## config.mk

```make
export PLATFORM = sky130hd
export DESIGN_NAME = chart_point_autoscale_mapper
export DESIGN_NICKNAME = d
export VERILOG_FILES = /design/src/cpam_pkg.sv /design/src/cpam_ram.sv /design/src/chart_point_autoscale_mapper.sv
export SDC_FILE = /design/constraint.sdc
export NUM_CORES = 2
export LEC_CHECK = 0
export BUFFER_PORTS_ARGS = -buffer_cell sky130_fd_sc_hd__buf_2
export CAP_MARGIN = 30
export CELL_PAD_IN_SITES_DETAIL_PLACEMENT = 2
export CELL_PAD_IN_SITES_GLOBAL_PLACEMENT = 2
export CORE_MARGIN = 4
export CORE_UTILIZATION = 25
export DETAILED_ROUTE_END_ITERATION = 8
export PLACE_DENSITY_LB_ADDON = 0.1
export RECOVER_POWER = 100
export REMOVE_ABC_BUFFERS = 1
export SLEW_MARGIN = 25
export SYNTH_ARGS = -nofsm -noshare
export SYNTH_HDL_FRONTEND = slang
export SYNTH_SLANG_ARGS = --single-unit
```

## constraint.sdc

```tcl
create_clock -name clock -period 13.49 [get_ports clock]
set_clock_uncertainty 0.05 [all_clocks]
set_input_delay 2.0235 -clock clock [delete_from_list [all_inputs] [get_ports clock]]
set_output_delay 2.0235 -clock clock [all_outputs]
set_load 0.01 [all_outputs]
```

## src/cpam_pkg.sv

```systemverilog
// cpam_pkg: shared types and constants for the chart point autoscale mapper
// transaction payload structs, command codes, register map and geometry constants
// no dependencies
`default_nettype none

package cpam_pkg;

   // command codes of an input transaction
   localparam logic [1:0] CMD_LOAD   = 2'd0;
   localparam logic [1:0] CMD_RENDER = 2'd1;
   localparam logic [1:0] CMD_CLEAR  = 2'd2;

   // register map, index = paddr / 4
   localparam int unsigned CSR_ADDR_W = 5;
   localparam int unsigned CSR_IDX_W  = 3;
   localparam logic [CSR_IDX_W-1:0] REG_X_DOMAIN      = 3'd0;
   localparam logic [CSR_IDX_W-1:0] REG_Y_DOMAIN      = 3'd1;
   localparam logic [CSR_IDX_W-1:0] REG_WIDGET_LEFT   = 3'd2;
   localparam logic [CSR_IDX_W-1:0] REG_WIDGET_TOP    = 3'd3;
   localparam logic [CSR_IDX_W-1:0] REG_WIDGET_WIDTH  = 3'd4;
   localparam logic [CSR_IDX_W-1:0] REG_WIDGET_HEIGHT = 3'd5;
   localparam logic [CSR_IDX_W-1:0] REG_AXES_ON       = 3'd6;

   // plot geometry
   localparam logic [15:0] AXIS_MARGIN = 16'd2;
   localparam logic [15:0] MIN_SIZE    = 16'd4;

   typedef struct packed {
      logic [1:0]          command;
      logic                x_given;
      logic signed [15:0]  x_value;
      logic signed [15:0]  y_value;
   } req_type;

   typedef struct packed {
      logic signed [15:0]  screen_x;
      logic signed [15:0]  screen_y;
      logic                last_point;
   } rsp_type;

endpackage : cpam_pkg

`default_nettype wire

```

## src/cpam_ram.sv

```systemverilog
// cpam_ram: generic single write port, single read port ram with registered read
// no dependencies
`default_nettype none

module cpam_ram #(
   parameter int unsigned WIDTH = 32,
   parameter int unsigned DEPTH = 64
) (
   input  wire logic                                    clock,
   input  wire logic                                    wr_en,
   input  wire logic [((DEPTH > 1) ? $clog2(DEPTH) : 1)-1:0] wr_addr,
   input  wire logic [WIDTH-1:0]                        wr_data,
   input  wire logic                                    rd_en,
   input  wire logic [((DEPTH > 1) ? $clog2(DEPTH) : 1)-1:0] rd_addr,
   output logic      [WIDTH-1:0]                        rd_data
);

   logic [WIDTH-1:0] mem_ff [DEPTH];

   always_ff @(posedge clock) begin
      if (wr_en) begin
         mem_ff[wr_addr] <= wr_data;
      end
      if (rd_en) begin
         rd_data <= mem_ff[rd_addr];
      end
   end

endmodule : cpam_ram

`default_nettype wire

```

## src/chart_point_autoscale_mapper.sv

```systemverilog
// chart_point_autoscale_mapper: point store with autoscaled linear mapping to screen pixels
// depends on cpam_pkg and cpam_ram
//
// Load and clear transactions never raise busy, so loads may arrive on every cycle
// while busy is low. A render raises busy and walks the stored points one at a time:
// for each point one ram read, then per axis a clamp and subtract step, a multiply and
// 16 divide steps of the shared restoring divider. Each result appears on rsp_data for a
// single cycle with rsp_strobe high; the receiver cannot stall it. The final result of a
// render carries last_point. A render with an empty store or a widget narrower or
// shorter than 4 pixels emits nothing and does not raise busy. The point store needs no
// clearing pass after reset.
`default_nettype none

module chart_point_autoscale_mapper
   import cpam_pkg::*;
#(
   parameter int unsigned MAX_POINTS = 64
) (
   input  wire logic                  clock,
   input  wire logic                  reset,
   // command transactions
   input  wire logic                  start,
   output logic                       busy,
   input  wire req_type               req_data,
   // results
   output logic                       rsp_strobe,
   output rsp_type                    rsp_data,
   // configuration
   input  wire logic                  psel,
   input  wire logic                  penable,
   input  wire logic                  pwrite,
   input  wire logic [CSR_ADDR_W-1:0] paddr,
   input  wire logic [31:0]           pwdata,
   output logic      [31:0]           prdata,
   output logic                       pready
);

   localparam int unsigned IDX_W = (MAX_POINTS > 1) ? $clog2(MAX_POINTS) : 1;
   localparam int unsigned CNT_W = $clog2(MAX_POINTS + 1);

   typedef enum logic [2:0] {
      ST_IDLE,
      ST_FETCH,
      ST_PREP,
      ST_MUL,
      ST_DIV
   } state_type;

   // configuration registers
   logic [31:0]        x_domain_ff, x_domain_in;
   logic [31:0]        y_domain_ff, y_domain_in;
   logic signed [15:0] widget_left_ff, widget_left_in;
   logic signed [15:0] widget_top_ff, widget_top_in;
   logic [15:0]        widget_width_ff, widget_width_in;
   logic [15:0]        widget_height_ff, widget_height_in;
   logic               axes_on_ff, axes_on_in;

   // store bookkeeping
   logic [CNT_W-1:0]   count_ff, count_in;
   logic signed [15:0] x_min_ff, x_min_in, x_max_ff, x_max_in;
   logic signed [15:0] y_min_ff, y_min_in, y_max_ff, y_max_in;

   // render sequencer and shared datapath
   state_type          state_ff, state_in;
   logic               axis_ff, axis_in;
   logic [CNT_W-1:0]   idx_ff, idx_in;
   logic [3:0]         step_ff, step_in;
   logic [15:0]        num_ff, num_in;
   logic [15:0]        den_ff, den_in;
   logic [15:0]        span_ff, span_in;
   logic [15:0]        rem_ff, rem_in;
   logic [15:0]        quo_ff, quo_in;
   logic signed [15:0] sx_ff, sx_in;
   logic               rsp_strobe_ff, rsp_strobe_in;
   rsp_type            rsp_data_ff, rsp_data_in;

   // ram ports
   logic               wr_en;
   logic [IDX_W-1:0]   wr_addr;
   logic [31:0]        wr_data;
   logic               rd_en;
   logic [31:0]        rd_data;

   logic               accept;
   logic               csr_write;
   logic [CSR_IDX_W-1:0] csr_idx;

   // axis ranges
   logic signed [15:0] dom_x_lo, dom_x_hi, dom_y_lo, dom_y_hi;
   logic signed [15:0] x_lo, x_hi, y_lo, y_hi;

   assign busy      = (state_ff != ST_IDLE);
   assign accept    = start && !busy;
   assign pready    = 1'b1;
   assign csr_write = psel && penable && pwrite;
   assign csr_idx   = paddr[CSR_ADDR_W-1:2];

   assign rsp_strobe = rsp_strobe_ff;
   assign rsp_data   = rsp_data_ff;

   always_comb begin
      dom_x_lo = x_domain_ff[15:0];
      dom_x_hi = x_domain_ff[31:16];
      dom_y_lo = y_domain_ff[15:0];
      dom_y_hi = y_domain_ff[31:16];
      if (dom_x_lo != dom_x_hi) begin
         x_lo = dom_x_lo;
         x_hi = dom_x_hi;
      end else begin
         x_lo = x_min_ff;
         x_hi = (x_min_ff == x_max_ff) ? x_min_ff + 16'sd1 : x_max_ff;
      end
      if (dom_y_lo != dom_y_hi) begin
         y_lo = dom_y_lo;
         y_hi = dom_y_hi;
      end else begin
         y_lo = y_min_ff;
         y_hi = (y_min_ff == y_max_ff) ? y_min_ff + 16'sd1 : y_max_ff;
      end
   end

   always_comb begin
      case (csr_idx)
         REG_X_DOMAIN:      prdata = x_domain_ff;
         REG_Y_DOMAIN:      prdata = y_domain_ff;
         REG_WIDGET_LEFT:   prdata = {16'd0, widget_left_ff};
         REG_WIDGET_TOP:    prdata = {16'd0, widget_top_ff};
         REG_WIDGET_WIDTH:  prdata = {16'd0, widget_width_ff};
         REG_WIDGET_HEIGHT: prdata = {16'd0, widget_height_ff};
         REG_AXES_ON:       prdata = {31'd0, axes_on_ff};
         default:           prdata = 32'd0;
      endcase
   end

   cpam_ram #(
      .WIDTH (32),
      .DEPTH (MAX_POINTS)
   ) u_store (
      .clock   (clock),
      .wr_en   (wr_en),
      .wr_addr (wr_addr),
      .wr_data (wr_data),
      .rd_en   (rd_en),
      .rd_addr (idx_ff[IDX_W-1:0]),
      .rd_data (rd_data)
   );

   always_comb begin
      logic signed [15:0] px_load;
      logic signed [15:0] d;
      logic signed [15:0] lo;
      logic signed [15:0] hi;
      logic signed [15:0] d_clamp;
      logic signed [16:0] num_s;
      logic signed [16:0] den_s;
      logic [16:0]        num_abs;
      logic [16:0]        den_abs;
      logic [15:0]        margin;
      logic [31:0]        prod;
      logic [16:0]        trial;
      logic               take;
      logic               last;

      // defaults: hold
      x_domain_in      = x_domain_ff;
      y_domain_in      = y_domain_ff;
      widget_left_in   = widget_left_ff;
      widget_top_in    = widget_top_ff;
      widget_width_in  = widget_width_ff;
      widget_height_in = widget_height_ff;
      axes_on_in       = axes_on_ff;
      count_in         = count_ff;
      x_min_in         = x_min_ff;
      x_max_in         = x_max_ff;
      y_min_in         = y_min_ff;
      y_max_in         = y_max_ff;
      state_in         = state_ff;
      axis_in          = axis_ff;
      idx_in           = idx_ff;
      step_in          = step_ff;
      num_in           = num_ff;
      den_in           = den_ff;
      span_in          = span_ff;
      rem_in           = rem_ff;
      quo_in           = quo_ff;
      sx_in            = sx_ff;
      rsp_strobe_in    = 1'b0;
      rsp_data_in      = rsp_data_ff;
      wr_en            = 1'b0;
      wr_addr          = count_ff[IDX_W-1:0];
      px_load          = req_data.x_given ? req_data.x_value : 16'(count_ff);
      wr_data          = {req_data.y_value, px_load};
      rd_en            = 1'b0;

      margin  = axes_on_ff ? AXIS_MARGIN : 16'd0;
      d       = axis_ff ? rd_data[31:16] : rd_data[15:0];
      lo      = axis_ff ? y_lo : x_lo;
      hi      = axis_ff ? y_hi : x_hi;
      d_clamp = (d < lo) ? lo : d;
      d_clamp = (d_clamp > hi) ? hi : d_clamp;
      // y is flipped so larger values land higher up
      num_s   = axis_ff ? (17'(hi) - 17'(d_clamp)) : (17'(d_clamp) - 17'(lo));
      den_s   = 17'(hi) - 17'(lo);
      num_abs = num_s[16] ? 17'(-num_s) : 17'(num_s);
      den_abs = den_s[16] ? 17'(-den_s) : 17'(den_s);
      prod    = num_ff * span_ff;
      trial   = {rem_ff, quo_ff[15]};
      take    = (trial >= {1'b0, den_ff});
      last    = ((idx_ff + CNT_W'(1)) == count_ff);

      if (csr_write) begin
         case (csr_idx)
            REG_X_DOMAIN:      x_domain_in      = pwdata;
            REG_Y_DOMAIN:      y_domain_in      = pwdata;
            REG_WIDGET_LEFT:   widget_left_in   = pwdata[15:0];
            REG_WIDGET_TOP:    widget_top_in    = pwdata[15:0];
            REG_WIDGET_WIDTH:  widget_width_in  = pwdata[15:0];
            REG_WIDGET_HEIGHT: widget_height_in = pwdata[15:0];
            REG_AXES_ON:       axes_on_in       = pwdata[0];
            default:           ;
         endcase
      end

      case (state_ff)
         ST_IDLE: begin
            if (accept) begin
               case (req_data.command)
                  CMD_LOAD: begin
                     if (count_ff != CNT_W'(MAX_POINTS)) begin
                        wr_en    = 1'b1;
                        count_in = count_ff + CNT_W'(1);
                        if (count_ff == '0) begin
                           x_min_in = px_load;
                           x_max_in = px_load;
                           y_min_in = req_data.y_value;
                           y_max_in = req_data.y_value;
                        end else begin
                           if (px_load < x_min_ff) x_min_in = px_load;
                           if (px_load > x_max_ff) x_max_in = px_load;
                           if (req_data.y_value < y_min_ff) y_min_in = req_data.y_value;
                           if (req_data.y_value > y_max_ff) y_max_in = req_data.y_value;
                        end
                     end
                  end
                  CMD_CLEAR: begin
                     count_in = '0;
                     x_min_in = '0;
                     x_max_in = '0;
                     y_min_in = '0;
                     y_max_in = '0;
                  end
                  CMD_RENDER: begin
                     if (widget_width_ff >= MIN_SIZE && widget_height_ff >= MIN_SIZE &&
                         count_ff != '0) begin
                        idx_in   = '0;
                        axis_in  = 1'b0;
                        state_in = ST_FETCH;
                     end
                  end
                  default: ;
               endcase
            end
         end
         ST_FETCH: begin
            rd_en    = 1'b1;
            state_in = ST_PREP;
         end
         ST_PREP: begin
            num_in   = num_abs[15:0];
            den_in   = den_abs[15:0];
            span_in  = (axis_ff ? widget_height_ff : widget_width_ff) - margin - 16'd1;
            state_in = ST_MUL;
         end
         ST_MUL: begin
            // quotient never exceeds span, so the top half starts below the divisor
            rem_in   = prod[31:16];
            quo_in   = prod[15:0];
            step_in  = '0;
            state_in = ST_DIV;
         end
         ST_DIV: begin
            rem_in  = take ? 16'(trial - {1'b0, den_ff}) : trial[15:0];
            quo_in  = {quo_ff[14:0], take};
            step_in = step_ff + 4'd1;
            if (step_ff == 4'd15) begin
               if (!axis_ff) begin
                  sx_in    = widget_left_ff + margin + quo_in;
                  axis_in  = 1'b1;
                  state_in = ST_PREP;
               end else begin
                  rsp_strobe_in          = 1'b1;
                  rsp_data_in.screen_x   = sx_ff;
                  rsp_data_in.screen_y   = widget_top_ff + quo_in;
                  rsp_data_in.last_point = last;
                  axis_in                = 1'b0;
                  if (last) begin
                     state_in = ST_IDLE;
                  end else begin
                     idx_in   = idx_ff + CNT_W'(1);
                     state_in = ST_FETCH;
                  end
               end
            end
         end
         default: state_in = ST_IDLE;
      endcase
   end

   always_ff @(posedge clock) begin
      if (reset) begin
         x_domain_in_reset: begin
            x_domain_ff      <= '0;
            y_domain_ff      <= '0;
            widget_left_ff   <= '0;
            widget_top_ff    <= '0;
            widget_width_ff  <= '0;
            widget_height_ff <= '0;
            axes_on_ff       <= 1'b1;
            count_ff         <= '0;
            x_min_ff         <= '0;
            x_max_ff         <= '0;
            y_min_ff         <= '0;
            y_max_ff         <= '0;
            state_ff         <= ST_IDLE;
            axis_ff          <= 1'b0;
            idx_ff           <= '0;
            step_ff          <= '0;
            rsp_strobe_ff    <= 1'b0;
         end
      end else begin
         x_domain_ff      <= x_domain_in;
         y_domain_ff      <= y_domain_in;
         widget_left_ff   <= widget_left_in;
         widget_top_ff    <= widget_top_in;
         widget_width_ff  <= widget_width_in;
         widget_height_ff <= widget_height_in;
         axes_on_ff       <= axes_on_in;
         count_ff         <= count_in;
         x_min_ff         <= x_min_in;
         x_max_ff         <= x_max_in;
         y_min_ff         <= y_min_in;
         y_max_ff         <= y_max_in;
         state_ff         <= state_in;
         axis_ff          <= axis_in;
         idx_ff           <= idx_in;
         step_ff          <= step_in;
         rsp_strobe_ff    <= rsp_strobe_in;
      end
      num_ff      <= num_in;
      den_ff      <= den_in;
      span_ff     <= span_in;
      rem_ff      <= rem_in;
      quo_ff      <= quo_in;
      sx_ff       <= sx_in;
      rsp_data_ff <= rsp_data_in;
   end

`ifndef SYNTH
   // store never overfills
   a_count_bound: assert property (@(posedge clock) disable iff (reset)
      count_ff <= CNT_W'(MAX_POINTS))
      else $error("point count above capacity");

   // the point count, the x minimum and the y maximum stay put for a whole render
   a_count_stable: assert property (@(posedge clock) disable iff (reset)
      busy |=> $stable(count_ff) && $stable(x_min_ff) && $stable(y_max_ff))
      else $error("store changed during render");

   // a non-final result leaves the render running, the final one ends it
   a_mid_result: assert property (@(posedge clock) disable iff (reset)
      rsp_strobe && !rsp_data.last_point |-> busy)
      else $error("render stopped before its last result");

   a_last_result: assert property (@(posedge clock) disable iff (reset)
      rsp_strobe && rsp_data.last_point |-> !busy)
      else $error("render still busy after its last result");

   // results never come back to back
   a_result_spacing: assert property (@(posedge clock) disable iff (reset)
      rsp_strobe |=> !rsp_strobe)
      else $error("back to back results");
`endif

endmodule : chart_point_autoscale_mapper

`default_nettype wire
```

==> results_dict.tcl <==
set metrics [dict create \
    status "complete, but fails checks" \
    violations "max-capacitance violations, max-slew violations" \
    std_cell_rows 245 \
    cp_num_cells 36 \
    numCtsBuffers 301 \
    core_area_um2 444800 \
    peakVddDrop_mv 0.09721 \
    layout.nets 7827 \
    detail-route-antenna-nets 0 \
    die_x_um 676.0 \
    wl_met2_um 199800 \
    min_path_type "reg2reg" \
    setup_tns_ps 0 \
    required_ps 14050 \
    crit_path_end "num_ff[12]" \
    hpwl_um 260900 \
    final_core_util_pct 29.07 \
    firstDrtPassIters 5 \
    met1Wirelength_um 175000 \
    synth_area_um2 111500 \
    async_reset_ff_share_pct 0 \
    start_util_pct 25.08 \
    grt_pass1_wl_um 558800 \
    h-tree-depth 5 \
    cts_tree "built" \
    crit_path_frequent_cell "o21ai_0" \
    top_layer "met5" \
    synth.avg_cell_area_um2 16.10 \
    grt_usage_pct 17.17 \
    wl_met3_um 11690 \
    fmax_mhz 85.14 \
    crit_family "compound AO/OA/AOI/OAI gates" \
    port_buffers 142 \
    path_buf_inv 4 \
    worstMarginPinSlew_ps 4144 \
    clockRootBuffer "clkbuf_16" \
    syn_inst 6927 \
    die_h_um 676.0 \
    ys_seq_area_share_pct 63.34 \
    synth-edff-count 2209 \
    drc_errors 0 \
    total_power_mw 17.65 \
    synth_ff_type "edfxtp_1" \
    p_leak_nw 41.03 \
    slowest_stage "dfxtp_1" \
    worst_hold_slack_ps 356.3 \
    route.final.wire_length_um 395900 \
    slew_headroom_pct -176.2 \
    yosysWarningCount 0 \
    critical_path_arrival_ps 12310 \
    place_inst 12860 \
    stdcell_count 13410 \
    wl_per_cell_um 29.52 \
    finalMaxSlewViolations 5044 \
    rsz0062_at_grt "false" \
    layout.cells.most_common "edfxtp_1" \
    grt-ovfl-total 0 \
    via_per_inst 4.676 \
    critPathKind "reg2reg" \
    setup_viol 0 \
    rrSetupSlack_ps 1740 \
    initialDrtViolationCount 3807 \
    ys_ff_latch 2425 \
    grt_max_degree 115 \
    pwr_density_cell_nw_per_um2 136.5 \
    post_cts_buffers 0 \
    clk_path_buf_depth 4 \
    dieArea_um2 456900 \
    r2r_start "axis_ff" \
    layout_common_cells "edfxtp_1 (2209), mux4_2 (672), nand2_1 (581)" \
    gp_congestion 0.7549 \
    grt_pass1_vias 70270 \
    io_pins 146 \
    fin_crit_sh_pct 87.06 \
    reg2reg_depth 36 \
    clk_pin_slew_worst_paths_ps 60 \
    clock-sinks 2425 \
    cts_resized 0 \
    drive_gt1_share_pct 18.30 \
    endpoint_kind "flop" \
    cp_max_fo 59 \
    vias 62710 \
    syn2layout_area_growth_pct 15.93 \
    min_period_ps 11750 \
    synth_cell_types 88 \
    antenna_found_initial 33 \
    worstSkewPairLatency_ps 910 \
    maxCapViolCount 130 \
    startpoint_type "flop" \
    holdBufCountCts 0 \
    worstReg2RegEnd "num_ff[12]" \
    cp-startpoint "axis_ff" \
    fill_cells 45820 \
    finalHoldViolations 0 \
    cp_slowest_stage_delay_ps 1620 \
]
synth_stat cells (11+ instances only):
library cell / n / area share, %
edfxtp_1: 2209 / 59
mux4_2: 672 / 14
nand2_1: 583 / 2.0
inv_1: 418 / 1.4
a21oi_1: 324 / 1.5
nor2_1: 313 / 1.1
ha_1: 309 / 3.5
clkbuf_1: 277 / 0.93
dfxtp_1: 216 / 3.9
fa_1: 201 / 3.6
xnor2_1: 180 / 1.4
o21ai_0: 158 / 0.71
and2_1: 143 / 0.80
mux2i_1: 129 / 1.2
mux2_2: 66 / 0.67
nor3_1: 65 / 0.29
buf_1: 64 / 0.22
xor2_1: 56 / 0.44
nand3_1: 53 / 0.24
a21o_1: 51 / 0.34
nand4_1: 50 / 0.28
nor2b_1: 48 / 0.27
nand2b_1: 29 / 0.16
a31oi_1: 21 / 0.12
and3_1: 21 / 0.12
o21bai_1: 20 / 0.13
or3_1: 19 / 0.11
o211ai_1: 18 / 0.12
a211oi_1: 17 / 0.11
a22o_1: 16 / 0.13
a22oi_1: 13 / 0.087
o22ai_1: 11 / 0.062
final cells by class:
class / instances / area (µm²) / share of cell area, %
Sequential cell: 2425 / 70670 / 54.65
Tap cell: 5928 / 7417 / 5.735
Antenna cell: 12 / 30.03 / 0.02322
Inverter: 421 / 1580 / 1.222
Clock buffer: 394 / 8155 / 6.306
Multi-Input combinational cell: 3734 / 38410 / 29.70
Clock inverter: 141 / 1196 / 0.9250
Timing Repair Buffer: 356 / 1862 / 1.440
cells by family after synthesis:
| group | count (synthesis) | share of synthesized area [%] |
|---|---|---|
| DFF | 2425 | 63.34 |
| and+or+nand+nor | 1376 | 5.682 |
| muxes | 869 | 15.42 |
| buffers and inverters | 768 | 2.601 |
| AOI/OAI and AO/OA | 740 | 4.009 |
| adders and majority gates | 512 | 7.092 |
| xor gates and xnor gates | 236 | 1.853 |
| other | 1 | 0.003362 |
layer usage:
metal | vias to the layer above | GRT usage (%)
li1 | 27090 | -
met1 | 34290 | 22.61
met2 | 866 | 30.43
met3 | 455 | 1.750
met4 | 2 | 3.880
met5 | - | 0
per-stage QoR:
stage,area (µm²),setup WS [ps]
final,129300,1745
after CTS,130100,1915
after floorplan,110200,-10680
after global routing,129300,565.3
after global placement,120500,1952
after detailed placement,120700,1910
power by group:
| part | leakage, nW | switching, mW | internal, mW |
|---|---|---|---|
| Combinational | 15.2 | 1.02 | 0.548 |
| Clock | 4.55 | 3.27 | 4.52 |
| Sequential | 21.3 | 0.0204 | 8.27 |
worst min path at each step:
stage / from / endpoint / slack [ps] / depth (start not counted)
after global placement: sx_ff[6] / rsp_data[23] / 360 / 0
after detailed placement: sx_ff[7] / rsp_data[24] / 360 / 0
after global routing: sx_ff[14] / rsp_data[31] / 370 / 0
final: sx_ff[14] / rsp_data[31] / 360 / 0
after floorplan: sx_ff[0] / rsp_data[17] / 350 / 0
after CTS: sx_ff[14] / rsp_data[31] / 350 / 0
registers in the layout, indices dropped and copies added, names as in the netlist, 32 cells and up:
name / cells
u_store.mem_ff: 2048
rsp_data: 33
u_store.rd_data: 32
x_domain_ff: 32
y_domain_ff: 32
(Power assumes the default switching activity.)
